===== src/rtl/spe_pkg.sv =====
// ----------------------------------------------------------------------------
// spe_pkg: shared types and constants for the sysex packet encoder
// Item codes, the command record passed from front to back, and the
// CRC-16 CCITT byte update.
// ----------------------------------------------------------------------------
`default_nettype none

package spe_pkg;

  // Input item modes
  localparam logic [1:0] MODE_OPEN  = 2'd0;
  localparam logic [1:0] MODE_DATA  = 2'd1;
  localparam logic [1:0] MODE_CLOSE = 2'd2;

  // Framing constants
  localparam int unsigned GROUP_SIZE  = 7;
  localparam int unsigned GCNT_W      = 3;
  localparam int unsigned STEP_W      = 4;
  localparam logic [15:0] CRC_SEED    = 16'hFFFF;
  localparam logic [6:0]  SYNC_MARKER = 7'h01;
  localparam logic [15:0] LEN_BIAS    = 16'd4;

  typedef enum logic [1:0] {
    KIND_OPEN  = 2'd0,
    KIND_DATA  = 2'd1,
    KIND_CLOSE = 2'd2
  } kind_e;

  // Classified item handed from the front to the back
  typedef struct packed {
    kind_e       kind;
    logic        last_pkt;     // close with next length zero: pad the group
    logic [7:0]  data_byte;
    logic [15:0] type_word;
    logic [15:0] word;         // open: length + 4; close: next length + 4, or zero
  } cmd_t;

  // CRC-16 CCITT, polynomial 0x1021, one byte per call
  function automatic logic [15:0] crc16_update(input logic [15:0] crc,
                                               input logic [7:0]  b);
    logic [7:0]  t;
    logic [15:0] q;
    logic [15:0] r;
    t = crc[15:8] ^ b;
    q = {8'h00, t ^ (t >> 4)};
    r = {crc[7:0], 8'h00};
    r = r ^ q ^ (q << 5) ^ (q << 12);
    return r;
  endfunction

endpackage

`default_nettype wire


===== src/rtl/spe_fifo.sv =====
// ----------------------------------------------------------------------------
// spe_fifo: small first-in first-out queue
// Register-based queue with separate push and pop sides; full and empty
// depend only on the stored count.
// ----------------------------------------------------------------------------
`default_nettype none

module spe_fifo #(
  parameter int unsigned WIDTH = 8,
  parameter int unsigned DEPTH = 2
) (
  input  wire              clk_i,
  input  wire              rst_ni,
  input  wire              push_i,
  input  wire  [WIDTH-1:0] data_i,
  output logic             full_o,
  input  wire              pop_i,
  output logic [WIDTH-1:0] data_o,
  output logic             empty_o
);

  localparam int unsigned PTR_W = (DEPTH > 1) ? $clog2(DEPTH) : 1;
  localparam int unsigned CNT_W = $clog2(DEPTH + 1);

  logic [WIDTH-1:0] mem_q [DEPTH];
  logic [PTR_W-1:0] wr_ptr_q, wr_ptr_d;
  logic [PTR_W-1:0] rd_ptr_q, rd_ptr_d;
  logic [CNT_W-1:0] count_q, count_d;
  logic             do_push, do_pop;

  assign full_o  = (count_q == CNT_W'(DEPTH));
  assign empty_o = (count_q == '0);
  assign do_push = push_i && !full_o;
  assign do_pop  = pop_i && !empty_o;
  assign data_o  = mem_q[rd_ptr_q];

  // Advance pointers and count
  always_comb begin
    wr_ptr_d = wr_ptr_q;
    rd_ptr_d = rd_ptr_q;
    count_d  = count_q;
    if (do_push) begin
      wr_ptr_d = (wr_ptr_q == PTR_W'(DEPTH - 1)) ? '0 : wr_ptr_q + 1'b1;
    end
    if (do_pop) begin
      rd_ptr_d = (rd_ptr_q == PTR_W'(DEPTH - 1)) ? '0 : rd_ptr_q + 1'b1;
    end
    if (do_push && !do_pop) begin
      count_d = count_q + 1'b1;
    end else if (do_pop && !do_push) begin
      count_d = count_q - 1'b1;
    end
  end

  always_ff @(posedge clk_i or negedge rst_ni) begin
    if (!rst_ni) begin
      wr_ptr_q <= '0;
      rd_ptr_q <= '0;
      count_q  <= '0;
    end else begin
      wr_ptr_q <= wr_ptr_d;
      rd_ptr_q <= rd_ptr_d;
      count_q  <= count_d;
    end
  end

  // Store the pushed item
  always_ff @(posedge clk_i) begin
    if (do_push) begin
      mem_q[wr_ptr_q] <= data_i;
    end
  end

endmodule

`default_nettype wire


===== src/rtl/spe_front.sv =====
// ----------------------------------------------------------------------------
// spe_front: item classifier
// Takes input items, drops unused modes, and builds the command record
// with the biased length words precomputed.
// ----------------------------------------------------------------------------
`default_nettype none

module spe_front
  import spe_pkg::*;
(
  input  wire         push_i,
  input  wire  [1:0]  mode_i,
  input  wire  [7:0]  data_byte_i,
  input  wire  [15:0] type_word_i,
  input  wire  [15:0] data_length_i,
  input  wire         cmd_full_i,
  output logic        cmd_push_o,
  output cmd_t        cmd_o
);

  logic        accept;
  logic        len_zero;
  logic [15:0] len_biased;

  assign accept     = push_i && !cmd_full_i;
  assign len_zero   = (data_length_i == '0);
  assign len_biased = data_length_i + LEN_BIAS;

  // Classify the item; an unused mode is accepted and dropped
  always_comb begin
    cmd_push_o      = 1'b0;
    cmd_o.kind      = KIND_DATA;
    cmd_o.last_pkt  = 1'b0;
    cmd_o.data_byte = data_byte_i;
    cmd_o.type_word = type_word_i;
    cmd_o.word      = len_biased;
    case (mode_i)
      MODE_OPEN: begin
        cmd_push_o = accept;
        cmd_o.kind = KIND_OPEN;
      end
      MODE_DATA: begin
        cmd_push_o = accept;
        cmd_o.kind = KIND_DATA;
      end
      MODE_CLOSE: begin
        cmd_push_o     = accept;
        cmd_o.kind     = KIND_CLOSE;
        cmd_o.last_pkt = len_zero;
        cmd_o.word     = len_zero ? '0 : len_biased;
      end
      default: begin
        cmd_push_o = 1'b0;
      end
    endcase
  end

endmodule

`default_nettype wire


===== src/rtl/spe_engine.sv =====
// ----------------------------------------------------------------------------
// spe_engine: byte sequencer
// Steps through each command one output byte per cycle while the result
// queue is not full, keeping the CRC, the gathered top bits and the group
// count, and inserting the top-bit byte after every full group.
// ----------------------------------------------------------------------------
`default_nettype none

module spe_engine
  import spe_pkg::*;
(
  input  wire         clk_i,
  input  wire         rst_ni,
  input  cmd_t        cmd_i,
  input  wire         cmd_empty_i,
  output logic        cmd_pop_o,
  input  wire         out_full_i,
  output logic        out_push_o,
  output logic [6:0]  out_byte_o,
  output logic        out_last_o
);

  typedef enum logic [2:0] {
    ST_IDLE = 3'b001,
    ST_ENC  = 3'b010,
    ST_TOP  = 3'b100
  } state_e;

  state_e              state_q, state_d;
  cmd_t                cmd_q, cmd_d;
  logic [STEP_W-1:0]   step_q, step_d;
  logic [15:0]         crc_q, crc_d;
  logic [6:0]          gather_q, gather_d;
  logic [GCNT_W-1:0]   gcount_q, gcount_d;
  logic                top_end_q, top_end_d;

  logic [7:0]          enc_byte;
  logic                enc_crc;
  logic                enc_last;
  logic                close_final;
  logic                wrap;
  logic                finish;

  assign close_final = (cmd_q.kind == KIND_CLOSE) && cmd_q.last_pkt;
  assign wrap        = (gcount_q == GCNT_W'(GROUP_SIZE - 1));

  // Select the byte to encode at this step
  always_comb begin
    enc_byte = 8'h00;
    enc_crc  = 1'b0;
    enc_last = 1'b0;
    case (cmd_q.kind)
      KIND_OPEN: begin
        enc_crc  = (step_q <= STEP_W'(4));
        enc_last = (step_q == STEP_W'(6));
        case (step_q)
          STEP_W'(1): enc_byte = cmd_q.type_word[15:8];
          STEP_W'(2): enc_byte = cmd_q.type_word[7:0];
          STEP_W'(3): enc_byte = cmd_q.word[15:8];
          STEP_W'(4): enc_byte = cmd_q.word[7:0];
          STEP_W'(5): enc_byte = crc_q[15:8];
          STEP_W'(6): enc_byte = crc_q[7:0];
          default:    enc_byte = 8'h00;
        endcase
      end
      KIND_DATA: begin
        enc_crc  = 1'b1;
        enc_last = 1'b1;
        enc_byte = cmd_q.data_byte;
      end
      KIND_CLOSE: begin
        enc_crc  = (step_q <= STEP_W'(1));
        enc_last = (step_q >= STEP_W'(3));
        case (step_q)
          STEP_W'(0): enc_byte = cmd_q.word[15:8];
          STEP_W'(1): enc_byte = cmd_q.word[7:0];
          STEP_W'(2): enc_byte = crc_q[15:8];
          STEP_W'(3): enc_byte = crc_q[7:0];
          default:    enc_byte = 8'h00;
        endcase
      end
      default: begin
        enc_byte = 8'h00;
      end
    endcase
  end

  // Sequence output bytes
  always_comb begin
    state_d    = state_q;
    cmd_d      = cmd_q;
    step_d     = step_q;
    crc_d      = crc_q;
    gather_d   = gather_q;
    gcount_d   = gcount_q;
    top_end_d  = top_end_q;
    cmd_pop_o  = 1'b0;
    out_push_o = 1'b0;
    out_byte_o = '0;
    out_last_o = 1'b0;
    finish     = 1'b0;

    case (state_q)
      ST_IDLE: begin
        if (!cmd_empty_i) begin
          cmd_pop_o = 1'b1;
          cmd_d     = cmd_i;
          step_d    = '0;
          state_d   = ST_ENC;
        end
      end
      ST_ENC: begin
        if (!out_full_i) begin
          out_push_o = 1'b1;
          step_d     = step_q + 1'b1;
          if ((cmd_q.kind == KIND_OPEN) && (step_q == '0)) begin
            // Raw marker restarts grouping and CRC
            out_byte_o = SYNC_MARKER;
            crc_d      = CRC_SEED;
            gather_d   = '0;
            gcount_d   = '0;
          end else begin
            out_byte_o = enc_byte[6:0];
            if (enc_crc) begin
              crc_d = crc16_update(crc_q, enc_byte);
            end
            gather_d = {enc_byte[7], gather_q[6:1]};
            gcount_d = wrap ? '0 : gcount_q + 1'b1;
            if (wrap) begin
              state_d   = ST_TOP;
              top_end_d = enc_last;
            end else if (enc_last && !close_final) begin
              out_last_o = 1'b1;
              finish     = 1'b1;
            end
          end
        end
      end
      ST_TOP: begin
        if (!out_full_i) begin
          out_push_o = 1'b1;
          out_byte_o = gather_q;
          if (top_end_q) begin
            out_last_o = 1'b1;
            finish     = 1'b1;
          end else begin
            state_d = ST_ENC;
          end
        end
      end
      default: begin
        state_d = ST_IDLE;
      end
    endcase

    // Retire the command and pick up the next one without a bubble
    if (finish) begin
      if (cmd_q.kind != KIND_DATA) begin
        crc_d = CRC_SEED;
      end
      if (!cmd_empty_i) begin
        cmd_pop_o = 1'b1;
        cmd_d     = cmd_i;
        step_d    = '0;
        state_d   = ST_ENC;
      end else begin
        state_d = ST_IDLE;
      end
    end
  end

  always_ff @(posedge clk_i or negedge rst_ni) begin
    if (!rst_ni) begin
      state_q   <= ST_IDLE;
      step_q    <= '0;
      crc_q     <= CRC_SEED;
      gather_q  <= '0;
      gcount_q  <= '0;
      top_end_q <= 1'b0;
    end else begin
      state_q   <= state_d;
      step_q    <= step_d;
      crc_q     <= crc_d;
      gather_q  <= gather_d;
      gcount_q  <= gcount_d;
      top_end_q <= top_end_d;
    end
  end

  // Hold the current command
  always_ff @(posedge clk_i) begin
    cmd_q <= cmd_d;
  end

endmodule

`default_nettype wire


===== src/rtl/sysex_packet_encoder_crc16.sv =====
// ----------------------------------------------------------------------------
// sysex_packet_encoder_crc16: sysex packet framer with CRC-16
// Packs packet headers, payload bytes and CRCs into 7-bit sysex bytes,
// seven at a time with a trailing byte of top bits.
//
//   channel   handshake      payload
//   input     push / full    mode_i, data_byte_i, type_word_i, data_length_i
//   result    pop / empty    out_byte_o, last_of_run_o
//
// The back engine emits one byte per cycle while the result queue has room; a data
// item gives 1 or 2 bytes, an open item 7, a close item 4 to 12 (a final close pads
// out its group); an idle engine loads a new command before sending its bytes.
// A command queue of CMD_DEPTH items decouples input from the engine, and
// a result queue of OUT_DEPTH bytes decouples the engine from pop.
// Reset is asynchronous, active low; it empties both queues and sets the
// CRC to 0xFFFF with the group count and top bits at zero.
// ----------------------------------------------------------------------------
`default_nettype none

module sysex_packet_encoder_crc16
  import spe_pkg::*;
#(
  parameter int unsigned CMD_DEPTH = 2,
  parameter int unsigned OUT_DEPTH = 2
) (
  input  wire         clk_i,
  input  wire         rst_ni,
  input  wire         push,
  output logic        full,
  input  wire  [1:0]  mode_i,
  input  wire  [7:0]  data_byte_i,
  input  wire  [15:0] type_word_i,
  input  wire  [15:0] data_length_i,
  output logic        empty,
  input  wire         pop,
  output logic [6:0]  out_byte_o,
  output logic        last_of_run_o
);

  localparam int unsigned CMD_W = $bits(cmd_t);
  localparam int unsigned OUT_W = 8;

  logic             cmd_push, cmd_pop, cmd_empty;
  cmd_t             cmd_in, cmd_out;
  logic [CMD_W-1:0] cmd_out_bits;
  logic             out_push, out_full, out_last;
  logic [6:0]       out_byte;
  logic [OUT_W-1:0] out_bits;

  // Classify incoming items
  spe_front u_front (
    .push_i        (push),
    .mode_i        (mode_i),
    .data_byte_i   (data_byte_i),
    .type_word_i   (type_word_i),
    .data_length_i (data_length_i),
    .cmd_full_i    (full),
    .cmd_push_o    (cmd_push),
    .cmd_o         (cmd_in)
  );

  // Queue commands between front and engine
  spe_fifo #(
    .WIDTH (CMD_W),
    .DEPTH (CMD_DEPTH)
  ) u_cmd_fifo (
    .clk_i   (clk_i),
    .rst_ni  (rst_ni),
    .push_i  (cmd_push),
    .data_i  (cmd_in),
    .full_o  (full),
    .pop_i   (cmd_pop),
    .data_o  (cmd_out_bits),
    .empty_o (cmd_empty)
  );

  assign cmd_out = cmd_t'(cmd_out_bits);

  // Produce output bytes
  spe_engine u_engine (
    .clk_i       (clk_i),
    .rst_ni      (rst_ni),
    .cmd_i       (cmd_out),
    .cmd_empty_i (cmd_empty),
    .cmd_pop_o   (cmd_pop),
    .out_full_i  (out_full),
    .out_push_o  (out_push),
    .out_byte_o  (out_byte),
    .out_last_o  (out_last)
  );

  // Buffer results toward the consumer
  spe_fifo #(
    .WIDTH (OUT_W),
    .DEPTH (OUT_DEPTH)
  ) u_out_fifo (
    .clk_i   (clk_i),
    .rst_ni  (rst_ni),
    .push_i  (out_push),
    .data_i  ({out_last, out_byte}),
    .full_o  (out_full),
    .pop_i   (pop),
    .data_o  (out_bits),
    .empty_o (empty)
  );

  assign out_byte_o    = out_bits[6:0];
  assign last_of_run_o = out_bits[7];

endmodule

`default_nettype wire

===== config.mk =====
export PLATFORM = sky130hd
export DESIGN_NAME = sysex_packet_encoder_crc16
export DESIGN_NICKNAME = d
export VERILOG_FILES = /design/src/rtl/spe_pkg.sv /design/src/rtl/spe_fifo.sv /design/src/rtl/spe_front.sv /design/src/rtl/spe_engine.sv /design/src/rtl/sysex_packet_encoder_crc16.sv
export SDC_FILE = /design/constraint.sdc
export NUM_CORES = 1
export LEC_CHECK = 0
export BUFFER_PORTS_ARGS = -buffer_cell sky130_fd_sc_hd__buf_2
export CAP_MARGIN = 30
export CORE_MARGIN = 3
export CORE_UTILIZATION = 51
export CTS_CLUSTER_DIAMETER = 60
export DETAILED_ROUTE_END_ITERATION = 16
export GPL_TIMING_DRIVEN = 0
export MAX_ROUTING_LAYER = met4
export PLACE_DENSITY = 0.73
export SLEW_MARGIN = 20
export SYNTH_ARGS = -nofsm -noshare
export SYNTH_HDL_FRONTEND = slang
export SYNTH_SLANG_ARGS = --single-unit
export TNS_END_PERCENT = 10

===== constraint.sdc =====
create_clock -name clk_i -period 4 [get_ports clk_i]
set_input_delay 0.8 -clock clk_i [delete_from_list [all_inputs] [get_ports clk_i]]
set_output_delay 0.8 -clock clk_i [all_outputs]
set_load 0.03 [all_outputs]

==> results.yml <==
yosys:
  syn-num-nets: 739
  netlist_area_um2: 8350
  seq_area_frac_synth: 0.599
  synth_cell_types: 62
  syn_inst: 684
  post_synth.cell_area_avg_um2: 12.2
  ys_async_sr_fraction: 0.225
  yosysWarnings: 0
  ys_seq_elements: 187
  synth_edf_count: 102
  synth_ff_type: "edfxtp_1"
floorplan:
  die_height_um: 134
  die_w_um: 134
  die-area_um2: 17900
  rows: 46
  core_area_um2: 15900
  start_util: 0.524
  ios: 56
timing:
  rsz0062_at_grt: "no"
  tightest_slew_ns: 0.763
  final_hold_viol_count: 0
  min_period_ns: 3.23
  post-route-period-util: 0.807
  setup_slack_ns: 0.773
  setup_viol: 0
  fin_skew_ns: 0.00961
  finalMaxSlewViolations: 0
  whs_ns: 0.249
  fmax_ghz: 0.310
  relSlewSlack: 0.490
  setup-tns-final_ns: 0
layout:
  drive_above_1_share: 0.198
  fillers: 1268
  area_growth_pct: 14.9
  layout.nets: 816
  insertedDiodeCount: 0
  multi_input_area_um2: 3130
  fin_util: 0.601
  sequential_cell_area_um2: 5000
  finalInstanceArea_um2: 9590
cts:
  clkSlewWorstSetupHoldPaths_ns: 0.07
  hold_buffers: 0
  cts_buffers: 17
  cts_tree: "yes"
  h-tree-depth: 4
  post_cts_buffers: 0
  clock_latency_ns: 0.43
  root_buffer: "clkbuf_16"
  ctsResizeCount: 0
  clock-sinks: 187
  clockBufferDepth: 2
power_and_ir_drop:
  p_seq_frac: 0.389
  max-vdd-ir-drop_uv: 461
  p_int_uw: 4990
  p_comb_frac: 0.396
  swShare: 0.381
  leakage_uw: 0.00374
  power.density_nw_per_um2: 840
  p_clk_frac: 0.215
  net-switching-power_uw: 3070
global_routing:
  grt_usage: 0.217
  antenna_found_initial: 0
  grt_pass1_wl_mm: 29.4
  grt_pass1_vias: 5420
  grt_max_degree: 43
  gr-total-overflow: 0
worst_setup_path:
  worstSetupPathDepth: 9
  cp.buffers_inverters: 1
  timing.critical_path.slowest_stage_cell: "nor4_2"
  critical_path_required_ns: 4.35
  max_stage_delay_ns: 0.60
  reg2reg_to: "u_engine.crc_q[6]"
  r2r-start: "u_engine.step_q[0]"
  startpoint: "u_engine.step_q[0]"
  path_cells: "ha_1, clkbuf_1, nor4_2, nor2_1, a211oi_1, xnor2_1, xnor3_1, xnor2_1, o211ai_1"
  r2r_cells: 9
  path_max_fanout: 10
  crit_path_end: "u_engine.crc_q[6]"
  cp.arrival_ns: 3.58
  endpoint_kind: "register"
  cp_common_cell: "xnor2_1"
  critPathTopFamily: "simple AND/OR/NAND/NOR gates"
  critPathKind: "register to register"
  rrSetupSlack_ns: 0.77
  cp-start-kind: "register"
routing:
  vias_per_cell: 5.61
  wirelength_mm: 18.3
  drc: 0
  drt-pass1-iter-count: 5
  wl_per_cell_um: 18.4
  drt_iter0_markers: 443
  detail-route-antenna-nets: 0
  vias: 5554
placed_design:
  placed_cell_area_um2: 8940
  portBuffers: 55
  hpwl_mm: 13.7
  dpl_worst_slack_ns: 0.807
  gp_congestion: 0.929
run:
  maxCapViolCount: 0
run_status:
  outcome: "completed"
worst_hold_path:
  hp-class: "primary input to async pin"
-- logic make-up (layout without fill, tap and decap cells) --
kind of cell	after synthesis	in the layout	share of synthesized area
buf+inv	51	141	0.0271
simple gates	159	159	0.0929
mux	61	61	0.0753
xor+xnor	45	45	0.0573
compound gates	172	172	0.135
fa+ha+maj	9	9	0.0135
flops	187	187	0.599
-- state kept, by name, summed over array words and instances (netlist names), 2 cells and up --
name,count
u_cmd_fifo.mem_q,86
u_out_fifo.mem_q,16
u_engine.step_q,4
u_engine.gcount_q,3
u_engine.gather_q,7
u_engine.state_q,3
u_engine.cmd_q,43
u_engine.crc_q,16
u_out_fifo.count_q,2
u_cmd_fifo.count_q,2
-- cell usage in the layout (no fill, tap or decap), drive strengths merged, types with 9 or more instances in the layout --
cell,n
o21ai,78
inv,16
ha,9
dfrtp,25
nor2,25
xnor2,32
a21oi,11
o22ai,10
mux2,14
buf,77
mux2i,47
dfxtp,43
nand3,13
clkbuf,40
edfxtp,102
nand2,74
dfstp,17
o211ai,10
a22oi,24
-- cell type report --
type                       instances  area share
clock inverter                    14      0.0207
clock buffer                      18      0.0448
inverter                          10     0.00391
sequential                       187       0.521
multi-input combinational        446       0.327
tap                              216      0.0282
buffer                            41      0.0197
timing repair buffer              58      0.0350
-- metrics by stage --
stage               std cells  total power [uW]
CTS                       989              8080
global placement          955              6210
floorplan                 684              5440
global route              990              8540
finish                    990              8050
detailed placement        957              6340
-- metal layers --
layer	wire [um]	GRT usage	vias to the layer above
met5	0	-	-
met1	7970	0.275	2698
li1	-	-	2682
met3	918	0.0480	18
met4	266	0.0623	0
met2	9100	0.356	156
-- synthesized netlist by cell type, drive strengths merged, types with 8 or more instances --
cell type,instances,area (um2)
edfxtp,102,3060
o21ai,78,390
nand2,74,278
mux2i,47,470
dfxtp,43,861
xnor2,32,295
dfrtp,25,626
nor2,25,96.4
a22oi,24,180
clkbuf,22,82.6
buf,19,106
dfstp,17,447
mux2,14,158
nand3,13,70.1
a21oi,11,55.1
o211ai,10,75.1
o22ai,10,68.8
ha,9,113
inv,9,33.8
a211oi,8,65.1
xor2,8,70.1
-- power groups by stage --
stage / Clock, uW / Sequential (uW) / Combinational, uW
after global placement: 0 / 3140 / 3070
after detailed placement: 0 / 3160 / 3180
after floorplan: 0 / 2980 / 2460
after CTS: 1760 / 3120 / 3200
final: 1730 / 3130 / 3190
after global routing: 1850 / 3180 / 3510
-- worst min-delay path by stage --
stage	start	cells past startpoint	to	slack, ns
after CTS	u_engine.cmd_q[25]	2	u_engine.cmd_q[25]	0.46
after global routing	rst_ni	1	u_cmd_fifo.count_q[1]	0.25
after floorplan	u_engine.cmd_q[19]	2	u_engine.cmd_q[19]	0.42
final	rst_ni	1	u_engine.top_end_q	0.25
after global placement	u_engine.cmd_q[25]	2	u_engine.cmd_q[25]	0.45
after detailed placement	u_engine.cmd_q[25]	2	u_engine.cmd_q[25]	0.45
Note: power is estimated with default switching activity, not from simulation.
